[config.mk]
export PLATFORM = sky130hd
export DESIGN_NAME = ipv4_dotted_text_parser
export DESIGN_NICKNAME = d
export VERILOG_FILES = /design/src/hw/rtl/ipv4p_pkg.sv /design/src/hw/rtl/ipv4p_digit_acc.sv /design/src/hw/rtl/ipv4p_parse_fsm.sv /design/src/hw/rtl/ipv4_dotted_text_parser.sv
export SDC_FILE = /design/constraint.sdc
export NUM_CORES = 1
export LEC_CHECK = 0
export ABC_AREA = 1
export BUFFER_PORTS_ARGS = -buffer_cell sky130_fd_sc_hd__clkbuf_2
export CORE_MARGIN = 5
export CORE_UTILIZATION = 35
export CTS_BUF_LIST = sky130_fd_sc_hd__clkbuf_8
export DETAILED_ROUTE_END_ITERATION = 7
export SKIP_CTS_REPAIR_TIMING = 1
export SYNTH_ARGS = -nofsm -noshare
export SYNTH_HDL_FRONTEND = slang
export SYNTH_SLANG_ARGS = --single-unit
[constraint.sdc]
create_clock -name clock -period 6.8 [get_ports clock]
set_clock_uncertainty 0.05 [all_clocks]
set_input_delay 0 -clock clock [delete_from_list [all_inputs] [get_ports clock]]
set_output_delay 0 -clock clock [all_outputs]
set_load 0.02 [all_outputs]
[src/hw/rtl/ipv4p_pkg.sv]
`timescale 1ns / 1ps
// Shared types and constants for the IPv4 dotted-text parser.
// No dependencies; imported by every module of the block.
package ipv4p_pkg;

   // Parse phase within the current part
   typedef enum logic [1:0] {
      PH_START      = 2'd0,
      PH_AFTER_ZERO = 2'd1,
      PH_AFTER_0X   = 2'd2,
      PH_DIGITS     = 2'd3
   } phase_type;

   typedef enum logic [1:0] {
      BASE_DEC = 2'd0,
      BASE_OCT = 2'd1,
      BASE_HEX = 2'd2
   } base_type;

   localparam logic [31:0] ALL_ONES    = 32'hffff_ffff;
   localparam logic [31:0] DEC_MAX_DIV = ALL_ONES / 32'd10;
   localparam logic [31:0] OCT_MAX_DIV = ALL_ONES / 32'd8;
   localparam logic [31:0] HEX_MAX_DIV = ALL_ONES / 32'd16;
   localparam logic [31:0] BYTE_MAX    = 32'h0000_00ff;
   localparam logic [2:0]  MAX_PARTS   = 3'd4;

   localparam logic [7:0] CHAR_NUL    = 8'h00;
   localparam logic [7:0] CHAR_PERIOD = 8'h2e;
   localparam logic [7:0] CHAR_0      = 8'h30;
   localparam logic [7:0] CHAR_9      = 8'h39;
   localparam logic [7:0] CHAR_UA     = 8'h41;
   localparam logic [7:0] CHAR_UF     = 8'h46;
   localparam logic [7:0] CHAR_LA     = 8'h61;
   localparam logic [7:0] CHAR_LF     = 8'h66;
   localparam logic [7:0] CHAR_LX     = 8'h78;

   // Outcome of adding one digit to the current part
   typedef struct packed {
      logic        ok;
      logic [31:0] value;
   } acc_result_type;

   // One parse result, produced on the terminating NUL
   typedef struct packed {
      logic        valid_res;
      logic [31:0] address;
   } parse_result_type;

endpackage

[src/hw/rtl/ipv4p_digit_acc.sv]
`timescale 1ns / 1ps
// Digit decode and multiply-add of one character into the current part value.
// Depends on ipv4p_pkg.
module ipv4p_digit_acc
   import ipv4p_pkg::*;
(
   input  logic [7:0]     char_code,
   input  base_type       base,
   input  logic [31:0]    cur_value,
   output acc_result_type acc
);

   logic [7:0]  off;
   logic [3:0]  digit;
   logic        is_digit;
   logic        fits_base;
   logic [31:0] max_div;
   logic [35:0] cur_wide;
   logic [35:0] product;
   logic [35:0] sum;

   always_comb begin
      off      = 8'd0;
      digit    = 4'd0;
      is_digit = 1'b0;
      if (char_code >= CHAR_0 && char_code <= CHAR_9) begin
         off      = char_code - CHAR_0;
         digit    = off[3:0];
         is_digit = 1'b1;
      end else if (char_code >= CHAR_LA && char_code <= CHAR_LF) begin
         off      = char_code - CHAR_LA;
         digit    = off[3:0] + 4'd10;
         is_digit = 1'b1;
      end else if (char_code >= CHAR_UA && char_code <= CHAR_UF) begin
         off      = char_code - CHAR_UA;
         digit    = off[3:0] + 4'd10;
         is_digit = 1'b1;
      end
   end

   assign cur_wide = {4'd0, cur_value};

   always_comb begin
      case (base)
         BASE_OCT: begin
            max_div   = OCT_MAX_DIV;
            fits_base = (digit < 4'd8);
            product   = cur_wide << 3;
         end
         BASE_HEX: begin
            max_div   = HEX_MAX_DIV;
            fits_base = 1'b1;
            product   = cur_wide << 4;
         end
         default: begin
            max_div   = DEC_MAX_DIV;
            fits_base = (digit < 4'd10);
            product   = (cur_wide << 3) + (cur_wide << 1);
         end
      endcase
   end

   assign sum       = product + {32'd0, digit};
   assign acc.ok    = is_digit && fits_base && (cur_value <= max_div) && (sum[35:32] == 4'd0);
   assign acc.value = sum[31:0];

endmodule

[src/hw/rtl/ipv4p_parse_fsm.sv]
`timescale 1ns / 1ps
// Parse state machine: phase, base, part count, part bytes and error flag.
// Depends on ipv4p_pkg and ipv4p_digit_acc.
module ipv4p_parse_fsm
   import ipv4p_pkg::*;
(
   input  logic             clock,
   input  logic             reset,
   input  logic             step,
   input  logic [7:0]       char_code,
   output parse_result_type result
);

   phase_type   phase_ff, phase_in;
   base_type    base_ff, base_in;
   logic [2:0]  count_ff, count_in;
   logic [31:0] cur_ff, cur_in;
   logic [7:0]  bytes_ff [3];
   logic [7:0]  bytes_in [3];
   logic        err_ff, err_in;

   base_type       acc_base;
   logic [31:0]    acc_cur;
   acc_result_type acc;
   logic           is_nul;
   logic           is_period;
   logic           close_part;
   logic [1:0]     close_idx;
   logic [31:0]    asm_addr;
   logic           asm_fit;

   assign is_nul    = (char_code == CHAR_NUL);
   assign is_period = (char_code == CHAR_PERIOD);

   // A new part starts from zero in decimal
   assign acc_base = (phase_ff == PH_START) ? BASE_DEC : base_ff;
   assign acc_cur  = (phase_ff == PH_START) ? 32'd0 : cur_ff;

   ipv4p_digit_acc u_acc (
      .char_code (char_code),
      .base      (acc_base),
      .cur_value (acc_cur),
      .acc       (acc)
   );

   always_ff @(posedge clock) begin
      if (reset) begin
         phase_ff <= PH_START;
         base_ff  <= BASE_DEC;
         count_ff <= 3'd0;
         err_ff   <= 1'b0;
      end else begin
         phase_ff <= phase_in;
         base_ff  <= base_in;
         count_ff <= count_in;
         err_ff   <= err_in;
      end
   end

   always_ff @(posedge clock) begin
      cur_ff   <= cur_in;
      bytes_ff <= bytes_in;
   end

   always_comb begin
      phase_in   = phase_ff;
      base_in    = base_ff;
      count_in   = count_ff;
      cur_in     = cur_ff;
      err_in     = err_ff;
      close_part = 1'b0;
      close_idx  = count_ff[1:0] - 2'd1;

      if (step && is_nul) begin
         phase_in = PH_START;
         base_in  = BASE_DEC;
         count_in = 3'd0;
         cur_in   = 32'd0;
         err_in   = 1'b0;
      end else if (step && !err_ff) begin
         case (phase_ff)
            PH_START: begin
               if (count_ff >= MAX_PARTS) begin
                  err_in = 1'b1;
               end else begin
                  count_in = count_ff + 3'd1;
                  cur_in   = 32'd0;
                  if (char_code == CHAR_0) begin
                     base_in  = BASE_OCT;
                     phase_in = PH_AFTER_ZERO;
                  end else if (acc.ok) begin
                     base_in  = BASE_DEC;
                     cur_in   = acc.value;
                     phase_in = PH_DIGITS;
                  end else begin
                     err_in = 1'b1;
                  end
               end
            end
            PH_AFTER_ZERO: begin
               if (char_code == CHAR_LX) begin
                  base_in  = BASE_HEX;
                  phase_in = PH_AFTER_0X;
               end else if (is_period) begin
                  close_part = 1'b1;
               end else if (acc.ok) begin
                  cur_in   = acc.value;
                  phase_in = PH_DIGITS;
               end else begin
                  err_in = 1'b1;
               end
            end
            PH_AFTER_0X: begin
               if (!is_period && acc.ok) begin
                  cur_in   = acc.value;
                  phase_in = PH_DIGITS;
               end else begin
                  err_in = 1'b1;
               end
            end
            PH_DIGITS: begin
               if (is_period) begin
                  close_part = 1'b1;
               end else if (acc.ok) begin
                  cur_in = acc.value;
               end else begin
                  err_in = 1'b1;
               end
            end
            default: begin
               err_in = 1'b1;
            end
         endcase

         // A closed part is never the last one, so it must fit in a byte
         if (close_part) begin
            phase_in = PH_START;
            if (cur_ff > BYTE_MAX) begin
               err_in = 1'b1;
            end
         end
      end
   end

   always_comb begin
      for (int i = 0; i < 3; i++) begin
         bytes_in[i] = bytes_ff[i];
         if (close_part && !count_ff[2] && close_idx == 2'(i)) begin
            bytes_in[i] = cur_ff[7:0];
         end
      end
   end

   // Last part fills the remaining low bits
   always_comb begin
      case (count_ff)
         3'd1: begin
            asm_addr = cur_ff;
            asm_fit  = 1'b1;
         end
         3'd2: begin
            asm_addr = {bytes_ff[0], cur_ff[23:0]};
            asm_fit  = (cur_ff[31:24] == 8'd0);
         end
         3'd3: begin
            asm_addr = {bytes_ff[0], bytes_ff[1], cur_ff[15:0]};
            asm_fit  = (cur_ff[31:16] == 16'd0);
         end
         3'd4: begin
            asm_addr = {bytes_ff[0], bytes_ff[1], bytes_ff[2], cur_ff[7:0]};
            asm_fit  = (cur_ff[31:8] == 24'd0);
         end
         default: begin
            asm_addr = 32'd0;
            asm_fit  = 1'b0;
         end
      endcase
   end

   assign result.valid_res = !err_ff && (phase_ff != PH_START) && asm_fit;
   assign result.address   = result.valid_res ? asm_addr : 32'd0;

   a_nul_clears: assert property (@(posedge clock) disable iff (reset)
      step && is_nul |=> phase_ff == PH_START && count_ff == 3'd0 && !err_ff)
      else $error("parser state not cleared after end of string");

   a_count_range: assert property (@(posedge clock) disable iff (reset)
      phase_ff != PH_START |-> count_ff != 3'd0 && count_ff <= MAX_PARTS)
      else $error("part count out of range inside a part");

   a_invalid_zero: assert property (@(posedge clock) disable iff (reset)
      !result.valid_res |-> result.address == 32'd0)
      else $error("invalid result carries a nonzero address");

endmodule

[src/hw/rtl/ipv4_dotted_text_parser.sv]
`timescale 1ns / 1ps
// IPv4 dotted-text parser, one character per request; NUL ends the string.
// A NUL goes through the input register, then the result register, onto rsp_.
// Throughput: one request per cycle; the input register and the parse state
// update in a single pass; only a NUL facing a full, stalled result register waits.
// Reset (synchronous, active high) clears phase, base, part count, error flag and
// both valid flags; part values load before they are read.
module ipv4_dotted_text_parser
   import ipv4p_pkg::*;
(
   input  logic        clock,
   input  logic        reset,
   input  logic        req_valid,
   output logic        req_stall,
   input  logic [7:0]  req_char_code,
   output logic        rsp_valid,
   input  logic        rsp_stall,
   output logic        rsp_valid_res,
   output logic [31:0] rsp_address
);

   // Input register
   logic       in_valid_ff, in_valid_in;
   logic [7:0] in_char_ff, in_char_in;

   // Result register
   logic        rsp_valid_ff, rsp_valid_in;
   logic        rsp_valid_res_ff, rsp_valid_res_in;
   logic [31:0] rsp_address_ff, rsp_address_in;

   logic             in_is_nul;
   logic             out_free;
   logic             advance;
   parse_result_type parse_res;

   // Only a NUL produces a result, so only a NUL needs room downstream
   assign in_is_nul = (in_char_ff == CHAR_NUL);
   assign out_free  = !rsp_valid_ff || !rsp_stall;
   assign advance   = in_valid_ff && (!in_is_nul || out_free);
   assign req_stall = in_valid_ff && !advance;

   ipv4p_parse_fsm u_fsm (
      .clock     (clock),
      .reset     (reset),
      .step      (advance),
      .char_code (in_char_ff),
      .result    (parse_res)
   );

   // Load a new request whenever the held one moves on (or none is held)
   always_comb begin
      in_valid_in = in_valid_ff;
      in_char_in  = in_char_ff;
      if (!req_stall) begin
         in_valid_in = req_valid;
         if (req_valid) begin
            in_char_in = req_char_code;
         end
      end
   end

   // Capture the result on NUL; drop the valid flag once taken
   always_comb begin
      rsp_valid_in     = rsp_valid_ff;
      rsp_valid_res_in = rsp_valid_res_ff;
      rsp_address_in   = rsp_address_ff;
      if (advance && in_is_nul) begin
         rsp_valid_in     = 1'b1;
         rsp_valid_res_in = parse_res.valid_res;
         rsp_address_in   = parse_res.address;
      end else if (!rsp_stall) begin
         rsp_valid_in = 1'b0;
      end
   end

   always_ff @(posedge clock) begin
      if (reset) begin
         in_valid_ff  <= 1'b0;
         rsp_valid_ff <= 1'b0;
      end else begin
         in_valid_ff  <= in_valid_in;
         rsp_valid_ff <= rsp_valid_in;
      end
   end

   // Payload: hold unless reloaded
   always_ff @(posedge clock) begin
      in_char_ff       <= in_char_in;
      rsp_valid_res_ff <= rsp_valid_res_in;
      rsp_address_ff   <= rsp_address_in;
   end

   assign rsp_valid     = rsp_valid_ff;
   assign rsp_valid_res = rsp_valid_res_ff;
   assign rsp_address   = rsp_address_ff;

   a_stall_only_on_nul: assert property (@(posedge clock) disable iff (reset)
      req_stall |-> in_valid_ff && in_is_nul && rsp_valid_ff)
      else $error("request stalled without a pending NUL and full result register");

   a_nul_gives_result: assert property (@(posedge clock) disable iff (reset)
      advance && in_is_nul |=> rsp_valid_ff)
      else $error("end of string did not produce a result");

endmodule

==> results.cfg, run 1 <==
[power_and_ir_drop]
worst_ir_drop_vdd_uv = 115
finalPower_mw = 1.48
power.density_nw_per_um2 = 143
leakagePower_nw = 4.52

[die]
die_w_um = 175
core-area_sq_um = 27000
num_io_pins = 47
start_util = 0.355
num_rows = 60
die_height_um = 175
die_area_sq_um = 30700

[placement]
pre_cts_slack_ns = 1.00
place_congestion = 0.935
port_buffers = 46
dp_hpwl_mm = 24.1

[timing]
setup-violations-final = 0
setup_ws_ns = 0.878
slew_headroom = 0.366
timing.fmax_mhz = 169
period_share = 0.871
tns_ns = 0
drv_slew = 0
hold_viol = 0
worstMarginPinSlew_ns = 0.951
finalCriticalPeriod_ns = 5.92
rsz0062_at_grt = no

[yosys]
synthTopCellsByArea = edfxtp_1, nand2_1, dfxtp_1
avgSynthCellArea_sq_um = 6.45
ys_types = 54
synth.yosys.seq_area_share = 0.292
async_flop_share = 0
synth_flop_cell = edfxtp_1
synth-seq-cells = 107
yosysWarningCount = 0
synthesis.area_sq_um = 9560
syn-num-nets = 1536
syn_inst = 1482
synth_largest_area_cell = edfxtp_1
synth_top_area_frac = 0.204
synth_edf_count = 65

[drt]
dr_total_vias = 9724
wire_per_inst_um = 16.0
drt-initial-drc-count = 735
drtPass1Iterations = 5
detail-route-antenna-nets = 0
routed_via_density = 5.22
drc = 0
finalWirelength_mm = 29.7

[global_routing]
grt.overflow.total = 0
grt_pass1_wl_mm = 47.1
grtUsageTotal = 0.190
antenna_found_initial = 0
grt_max_degree = 49
grt_pass1_vias = 8856

[clocking]
clk_path_buf_depth = 2
clock_tree.root_cell = clkbuf_8
clock_latency_ns = 0.37
cts_buffers = 9
htreeDepth = 3
cts.clk_slew.worst_paths_ns = 0.10
cts_sinks = 107
cts_tree = built

[finish]
seq_area_sq_um = 2790
nets = 1572
mostFrequentLayoutCells = nand2_1, nor2_1, inv_1
insertedDiodeCount = 0
drive_gt1_frac = 0.108
multi_input_area_sq_um = 5800
layout_commonest_cell = nand2_1
nFillCells = 2894
syn_to_final_growth_pct = 8.18

[min_path]
worstHoldPathCells = 3
holdPathEnd = in_char_ff[7]$_DFFE_PP_
hold_start = req_valid
min_path_type = input pin to flip-flop

[critical_path]
ff2ff_setup_slack_ns = 0.88
slowest_stage = inv_1
crit_top_cell = nand3_1
worstSetupEndpointType = flip-flop
worst-setup-path-type = flip-flop to flip-flop
critical_path.max_stage_delay_ns = 0.63
worstReg2RegStart = u_fsm.phase_ff[0]$_SDFFE_PP0P_
crit_path_max_fanout = 48
critPathRequiredTime_ns = 7.01
r2r-end = u_fsm.cur_ff[25]$_SDFFE_PP0P_
reg2regPathDepth = 28
worstPathArrival_ns = 6.13
worstSetupStartpointType = flip-flop

[run]
max_cap_viol_count = 0

[status]
status = completed
==> report_power, final <==
part | total (mW) | internal [mW] | leakage, nW | switching (mW)
sequential | 0.809 | 0.723 | 0.980 | 0.0867
clock | 0.398 | 0.173 | 0.0977 | 0.225
combinational | 0.272 | 0.0881 | 3.44 | 0.184
total | 1.48 | 0.984 | 4.52 | 0.496
==> per-layer routing <==
metal / share of wire / wire length [um] / GRT usage
met5: 0 / 0 / 0
met4: 0.026 / 767 / 0.0524
met3: 0.055 / 1620 / 0.0273
met2: 0.46 / 13600 / 0.310
met1: 0.46 / 13700 / 0.263
==> registers in the layout, indices dropped and copies added, names as in the netlist <==
name,cells
in_char_ff,8
in_valid_ff,1
rsp_address,32
rsp_valid,1
rsp_valid_res,1
u_fsm.base_ff,2
u_fsm.bytes_ff,24
u_fsm.count_ff,3
u_fsm.cur_ff,32
u_fsm.err_ff,1
u_fsm.phase_ff,2
==> worst max-delay path, delay by kind of cell, from the launching register on <==
| kind | cells | cell delay (ns) |
|---|---|---|
| adder cells (fa/ha/maj) | 3 | 0.91 |
| flip-flops | 1 | 0.40 |
| AND/OR/NAND/NOR | 17 | 2.07 |
| AO/OA/AOI/OAI | 3 | 0.57 |
| buffers and inverters | 5 | 1.75 |
==> how the worst max path moves through the flow <==
stage	start	to	slack (ns)	cells past startpoint
2_1_floorplan	u_fsm.phase_ff[0]$_SDFFE_PP0P_	u_fsm.cur_ff[9]$_SDFFE_PP0P_	1.48	35
3_3_place_gp	u_fsm.phase_ff[0]$_SDFFE_PP0P_	u_fsm.cur_ff[29]$_SDFFE_PP0P_	1.21	28
3_5_place_dp	u_fsm.phase_ff[0]$_SDFFE_PP0P_	u_fsm.cur_ff[27]$_SDFFE_PP0P_	1.00	28
4_1_cts	u_fsm.phase_ff[0]$_SDFFE_PP0P_	u_fsm.cur_ff[25]$_SDFFE_PP0P_	0.93	28
5_1_grt	u_fsm.phase_ff[0]$_SDFFE_PP0P_	u_fsm.cur_ff[25]$_SDFFE_PP0P_	0.19	28
6_report	u_fsm.phase_ff[0]$_SDFFE_PP0P_	u_fsm.cur_ff[25]$_SDFFE_PP0P_	0.88	28
==> kinds of logic after synthesis <==
group	count (synthesis)	synth area share
AOI/OAI and AO/OA	191	0.124
xor gates and xnor gates	21	0.0192
adders and majority gates	42	0.0558
buffers and inverters	230	0.101
DFF	107	0.292
and+or+nand+nor	891	0.408
==> layout make-up <==
type	count	share of cell area
multi-input combinational	1145	0.561
sequential	107	0.270
inverter	191	0.0698
tap	341	0.0413
timing repair buffer	64	0.0380
clock buffer	9	0.0120
clock inverter	7	0.00763
==> through the flow <==
step                area (sq um)  instances  hold slack (ns)   util
detailed placement         10000       1837            0.129  0.372
finish                     10300       1864           0.0571  0.384
CTS                        10200       1853           -0.265  0.379
global placement           10000       1837            0.127  0.372
floorplan                   9560       1482           0.0191      -
global route               10300       1864           0.0507  0.384
==> Yosys cell counts, types with 2 or more instances <==
cell	number
nand2_1	428
nor2_1	215
inv_1	169
nand3_1	116
edfxtp_1	65
a21oi_1	59
dfxtp_1	42
ha_1	41
nand2_2	32
o21ai_0	30
o21ai_1	27
a22oi_1	24
o221ai_1	23
nor3_1	21
clkbuf_1	20
nand4_1	19
inv_2	18
nor2_2	18
xor2_1	12
xnor2_1	9
buf_2	7
nor2_4	7
nor4_1	7
buf_6	5
nand3_2	5
o211ai_1	5
o22ai_1	5
or2_2	5
and2_1	4
nand2_4	4
nand3b_1	4
o21bai_1	4
a31oi_1	3
buf_1	3
clkinv_1	3
a21boi_1	2
buf_12	2
nor3_2	2
nor4b_1	2
Note: power is estimated with default switching activity, not from simulation.
==> run 2, diff against run 1 <==
--- a/config.mk
+++ b/config.mk
@@ -7,10 +7,10 @@
 export LEC_CHECK = 0
 export ABC_AREA = 1
 export BUFFER_PORTS_ARGS = -buffer_cell sky130_fd_sc_hd__clkbuf_2
-export CORE_MARGIN = 5
 export CORE_UTILIZATION = 35
 export CTS_BUF_LIST = sky130_fd_sc_hd__clkbuf_8
 export DETAILED_ROUTE_END_ITERATION = 7
+export PLACE_DENSITY = 0.55
 export SKIP_CTS_REPAIR_TIMING = 1
 export SYNTH_ARGS = -nofsm -noshare
 export SYNTH_HDL_FRONTEND = slang
==> results.cfg, run 2 (synthesis gave the netlist of run 1 again) <==
[clocking]
cts.clk_slew.worst_paths_ns = 0.11
htreeDepth = 3
clock_tree.root_cell = clkbuf_8
clock_latency_ns = 0.38
cts_buffers = 9
clk_path_buf_depth = 2
cts_sinks = 107
cts_tree = built

[global_routing]
grt.overflow.total = 0
grt_pass1_wl_mm = 48.2
grt_max_degree = 49
antenna_found_initial = 0
grt_pass1_vias = 8870
grtUsageTotal = 0.219

[power_and_ir_drop]
leakagePower_nw = 4.53
worst_ir_drop_vdd_uv = 101
power.density_nw_per_um2 = 145

[finish]
insertedDiodeCount = 0
layout_commonest_cell = nand2_1
nets = 1574
drive_gt1_frac = 0.110
syn_to_final_growth_pct = 8.43
mostFrequentLayoutCells = nand2_1, nor2_1, inv_1

[drt]
routed_via_density = 5.16
drt-initial-drc-count = 772
drc = 0
wire_per_inst_um = 16.5
finalWirelength_mm = 30.8
dr_total_vias = 9634
detail-route-antenna-nets = 0
drtPass1Iterations = 7

[die]
die_w_um = 167
core-area_sq_um = 26900
num_io_pins = 47
die_height_um = 167
num_rows = 60
start_util = 0.356
die_area_sq_um = 28000

[critical_path]
ff2ff_setup_slack_ns = 0.89
worstSetupStartpointType = flip-flop
crit_path_max_fanout = 48
critPathRequiredTime_ns = 7.06
worst-setup-path-type = flip-flop to flip-flop
worstPathArrival_ns = 6.17
worstSetupEndpointType = flip-flop

[placement]
dp_hpwl_mm = 24.9
place_congestion = 0.910
port_buffers = 46

[min_path]
min_path_type = input pin to flip-flop

[timing]
rsz0062_at_grt = no
slew_headroom = 0.346
setup-violations-final = 0
hold_viol = 0
finalCriticalPeriod_ns = 5.91
worstMarginPinSlew_ns = 0.978
period_share = 0.869
tns_ns = 0
holdWs_ns = 0.0541
drv_slew = 0
timing.fmax_mhz = 169

[run]
max_cap_viol_count = 0

[status]
status = completed
## run 2: cell count changes in the layout (fill, tap and decap cells not counted), sizes merged
cell	delta
inv	+1
clkinvlp	-1
buf	+2
## run 2: worst max-delay path, cell delays in order, from the launching register on
cell and delay [ns]:
dfxtp_1 0.40, inv_1 0.13, ha_1 0.28, inv_6 0.36, nand2_1 0.13, ha_1 0.27
inv_1 0.62, o31ai_1 0.20, ha_1 0.39, nand3_1 0.11, nand2_1 0.09, nand3_1 0.10
nor2_1 0.16, nand3_1 0.12, nor2_2 0.16, nand3_2 0.13, nor2_4 0.12, nand2_2 0.10
nor2_4 0.14, nand3_2 0.10, nor2_2 0.17, nand3_1 0.10, nand2_1 0.12, nand3_4 0.17
a21oi_4 0.46, buf_4 0.37, nand3b_1 0.11, a21oi_1 0.15
## run 2: layout make-up
class                           count  area [sq um]
Fill cell                        2966         16500
Clock buffer                        9           124
Tap cell                          341           427
Timing Repair Buffer               66           408
Inverter                          191           722
Multi-Input combinational cell   1145          5800
Sequential cell                   107          2790
Clock inverter                      7          87.6
## run 2: worst paths after layout
check,to,cells past startpoint,startpoint
worst min register to register,u_fsm.base_ff[0]$_SDFFE_PP0P_,2,u_fsm.base_ff[0]$_SDFFE_PP0P_
worst max register to register,u_fsm.cur_ff[12]$_SDFFE_PP0P_,27,u_fsm.phase_ff[0]$_SDFFE_PP0P_
worst min-delay path,in_char_ff[5]$_DFFE_PP_,3,req_valid
worst max-delay path,u_fsm.cur_ff[12]$_SDFFE_PP0P_,27,u_fsm.phase_ff[0]$_SDFFE_PP0P_
## run 2: power by group
group	total [mW]	switching [mW]	leakage, nW	internal, mW
combinational	0.276	0.188	3.45	0.0883
sequential	0.814	0.0918	0.980	0.723
clock	0.412	0.235	0.106	0.177
total	1.50	0.514	4.53	0.988
## run 2: per-stage QoR
stage	utilization	instances	total power, mW	worst slack, ns	instance area, sq um
after floorplan	-	1482	0.997	1.48	9560
after global placement	0.374	1839	1.09	1.19	10000
final	0.386	1866	1.50	0.892	10400
after global routing	0.386	1866	1.57	0.222	10400
after detailed placement	0.374	1839	1.10	0.974	10000
after CTS	0.381	1855	1.50	0.942	10300
## run 2: metal layers
metal,part of all wire,wire [um],global-route usage,up-vias
met3,0.049,1510,0.0274,48
met1,0.46,14300,0.295,4401
met4,0.021,635,0.0554,0
li1,-,-,-,4924
met2,0.47,14400,0.371,261
met5,0,0,0,-
==> run 3, diff against run 2 <==
--- a/config.mk
+++ b/config.mk
@@ -9,7 +9,9 @@
 export BUFFER_PORTS_ARGS = -buffer_cell sky130_fd_sc_hd__clkbuf_2
 export CORE_UTILIZATION = 35
 export CTS_BUF_LIST = sky130_fd_sc_hd__clkbuf_8
+export CTS_CLUSTER_DIAMETER = 200
 export DETAILED_ROUTE_END_ITERATION = 7
+export MAX_ROUTING_LAYER = met4
 export PLACE_DENSITY = 0.55
 export SKIP_CTS_REPAIR_TIMING = 1
 export SYNTH_ARGS = -nofsm -noshare
==> results.cfg, run 3 (synthesis gave the netlist of run 1 again) <==
[global_routing]
grt_max_degree = 40
grtUsageTotal = 0.221
busiest_layer = met2
antenna_found_initial = 0
grt_pass1_vias = 8627
grt_pass1_wl_mm = 47.5
use_met3 = 0.0173
grt.overflow.total = 0
gr-usage-met1 = 0.294
met2_usage = 0.373

[power_and_ir_drop]
switching_power_mw = 0.516
leakagePower_nw = 4.54
p_clk_frac = 0.278
switching_share = 0.342
combPwrFrac = 0.182
power.density_nw_per_um2 = 145
seqPwrFrac = 0.540
p_int_mw = 0.991
worst_ir_drop_vdd_uv = 99.7

[timing]
drv_slew = 0
worstMarginPinSlew_ns = 0.985
period_share = 0.815
rsz0062_at_grt = no
tns_ns = 0
hold_viol = 0
setup-violations-final = 0
timing.fmax_mhz = 180
finalCriticalPeriod_ns = 5.54
slew_headroom = 0.341

[clocking]
htreeDepth = 3
cts.clk_slew.worst_paths_ns = 0.12
clk_path_buf_depth = 2
cts_buffers = 9
cts_sinks = 107
clock_tree.root_cell = clkbuf_8
cts_tree = built
clock_latency_ns = 0.38

[run]
max_cap_viol_count = 0

[die]
core-area_sq_um = 26900
num_io_pins = 47
num_rows = 60
die_w_um = 167
die_height_um = 167
die_area_sq_um = 28000
start_util = 0.356

[finish]
layout_commonest_cell = nand2_1
mostFrequentLayoutCells = nand2_1, nor2_1, inv_1
nFillCells = 2911
insertedDiodeCount = 0
nets = 1575
stdcell_count = 1867
drive_gt1_frac = 0.111
syn_to_final_growth_pct = 8.55

[critical_path]
worst-setup-path-type = flip-flop to flip-flop
crit_path_max_fanout = 29
worstReg2RegStart = u_fsm.phase_ff[0]$_SDFFE_PP0P_
startpoint = u_fsm.phase_ff[0]$_SDFFE_PP0P_
slowest_stage = inv_1
critPathRequiredTime_ns = 7.06
crit_top_cell = nand2_1
cp_top_family = simple AND/OR/NAND/NOR gates
critPathBufInv = 4
worstPathArrival_ns = 5.81
worstSetupStartpointType = flip-flop
critical_path.max_stage_delay_ns = 0.63
worstSetupEndpointType = flip-flop

[min_path]
min_path_type = input pin to flip-flop
hold_start = req_valid

[status]
status = completed

[placement]
dp_hpwl_mm = 24.9
port_buffers = 46
dp.cells = 1840
place_congestion = 0.908

[drt]
finalWirelength_mm = 30.6
drt-initial-drc-count = 801
detail-route-antenna-nets = 0
wire_per_inst_um = 16.4
drtPass1Iterations = 5
drc = 0
dr_total_vias = 9660
routed_via_density = 5.17
==> run 3: power by group through the flow <==
stage	registers, mW	clock network (mW)	logic, mW
after floorplan	0.779	0	0.218
after global placement	0.828	0	0.268
after detailed placement	0.827	0	0.268
after CTS	0.812	0.427	0.270
after global routing	0.817	0.451	0.309
final	0.813	0.419	0.275
==> run 3: path summary, 6_finish.rpt <==
check	depth (start not counted)	slack [ns]	endpoint
setup / recovery	29	1.26	u_fsm.cur_ff[12]$_SDFFE_PP0P_
hold / removal	3	0.07	in_char_ff[3]$_DFFE_PP_
setup reg to reg	29	1.26	u_fsm.cur_ff[12]$_SDFFE_PP0P_
hold reg to reg	2	0.42	u_fsm.base_ff[0]$_SDFFE_PP0P_
==> run 3: area by class of cell <==
type | instances | area [sq um] | share of cell area
Multi-Input combinational cell | 1145 | 5800 | 0.559
Sequential cell | 107 | 2790 | 0.269
Inverter | 191 | 722 | 0.0696
Tap cell | 341 | 427 | 0.0411
Timing Repair Buffer | 67 | 415 | 0.0400
Clock buffer | 9 | 124 | 0.0119
Clock inverter | 7 | 91.3 | 0.00881
==> run 3: routing by layer <==
metal / wire, um / share of wire / vias up
li1: - / - / 4932
met1: 14600 / 0.48 / 4490
met2: 14600 / 0.48 / 214
met4: 324 / 0.011 / 0
met3: 1130 / 0.037 / 24
met5: 0 / 0 / -
==> run 3: worst reg2reg max path: cells and delay by family (launching register included) <==
kind,cells,cell delay (ns)
adders and majority gates,3,0.91
DFF,1,0.40
and+or+nand+nor,19,2.08
AOI/OAI and AO/OA,3,0.80
buffers and inverters,4,1.24
==> run 3: metrics by stage <==
step	utilization	setup WS (ns)	cell area, sq um	total power, mW	hold WS [ns]
after CTS	0.382	1.31	10300	1.51	-0.265
final	0.386	1.26	10400	1.51	0.0672
after global routing	0.386	0.708	10400	1.58	0.126
after global placement	0.374	1.48	10000	1.10	0.127
after detailed placement	0.374	1.34	10000	1.10	0.129
after floorplan	-	1.48	9560	0.997	0.0191
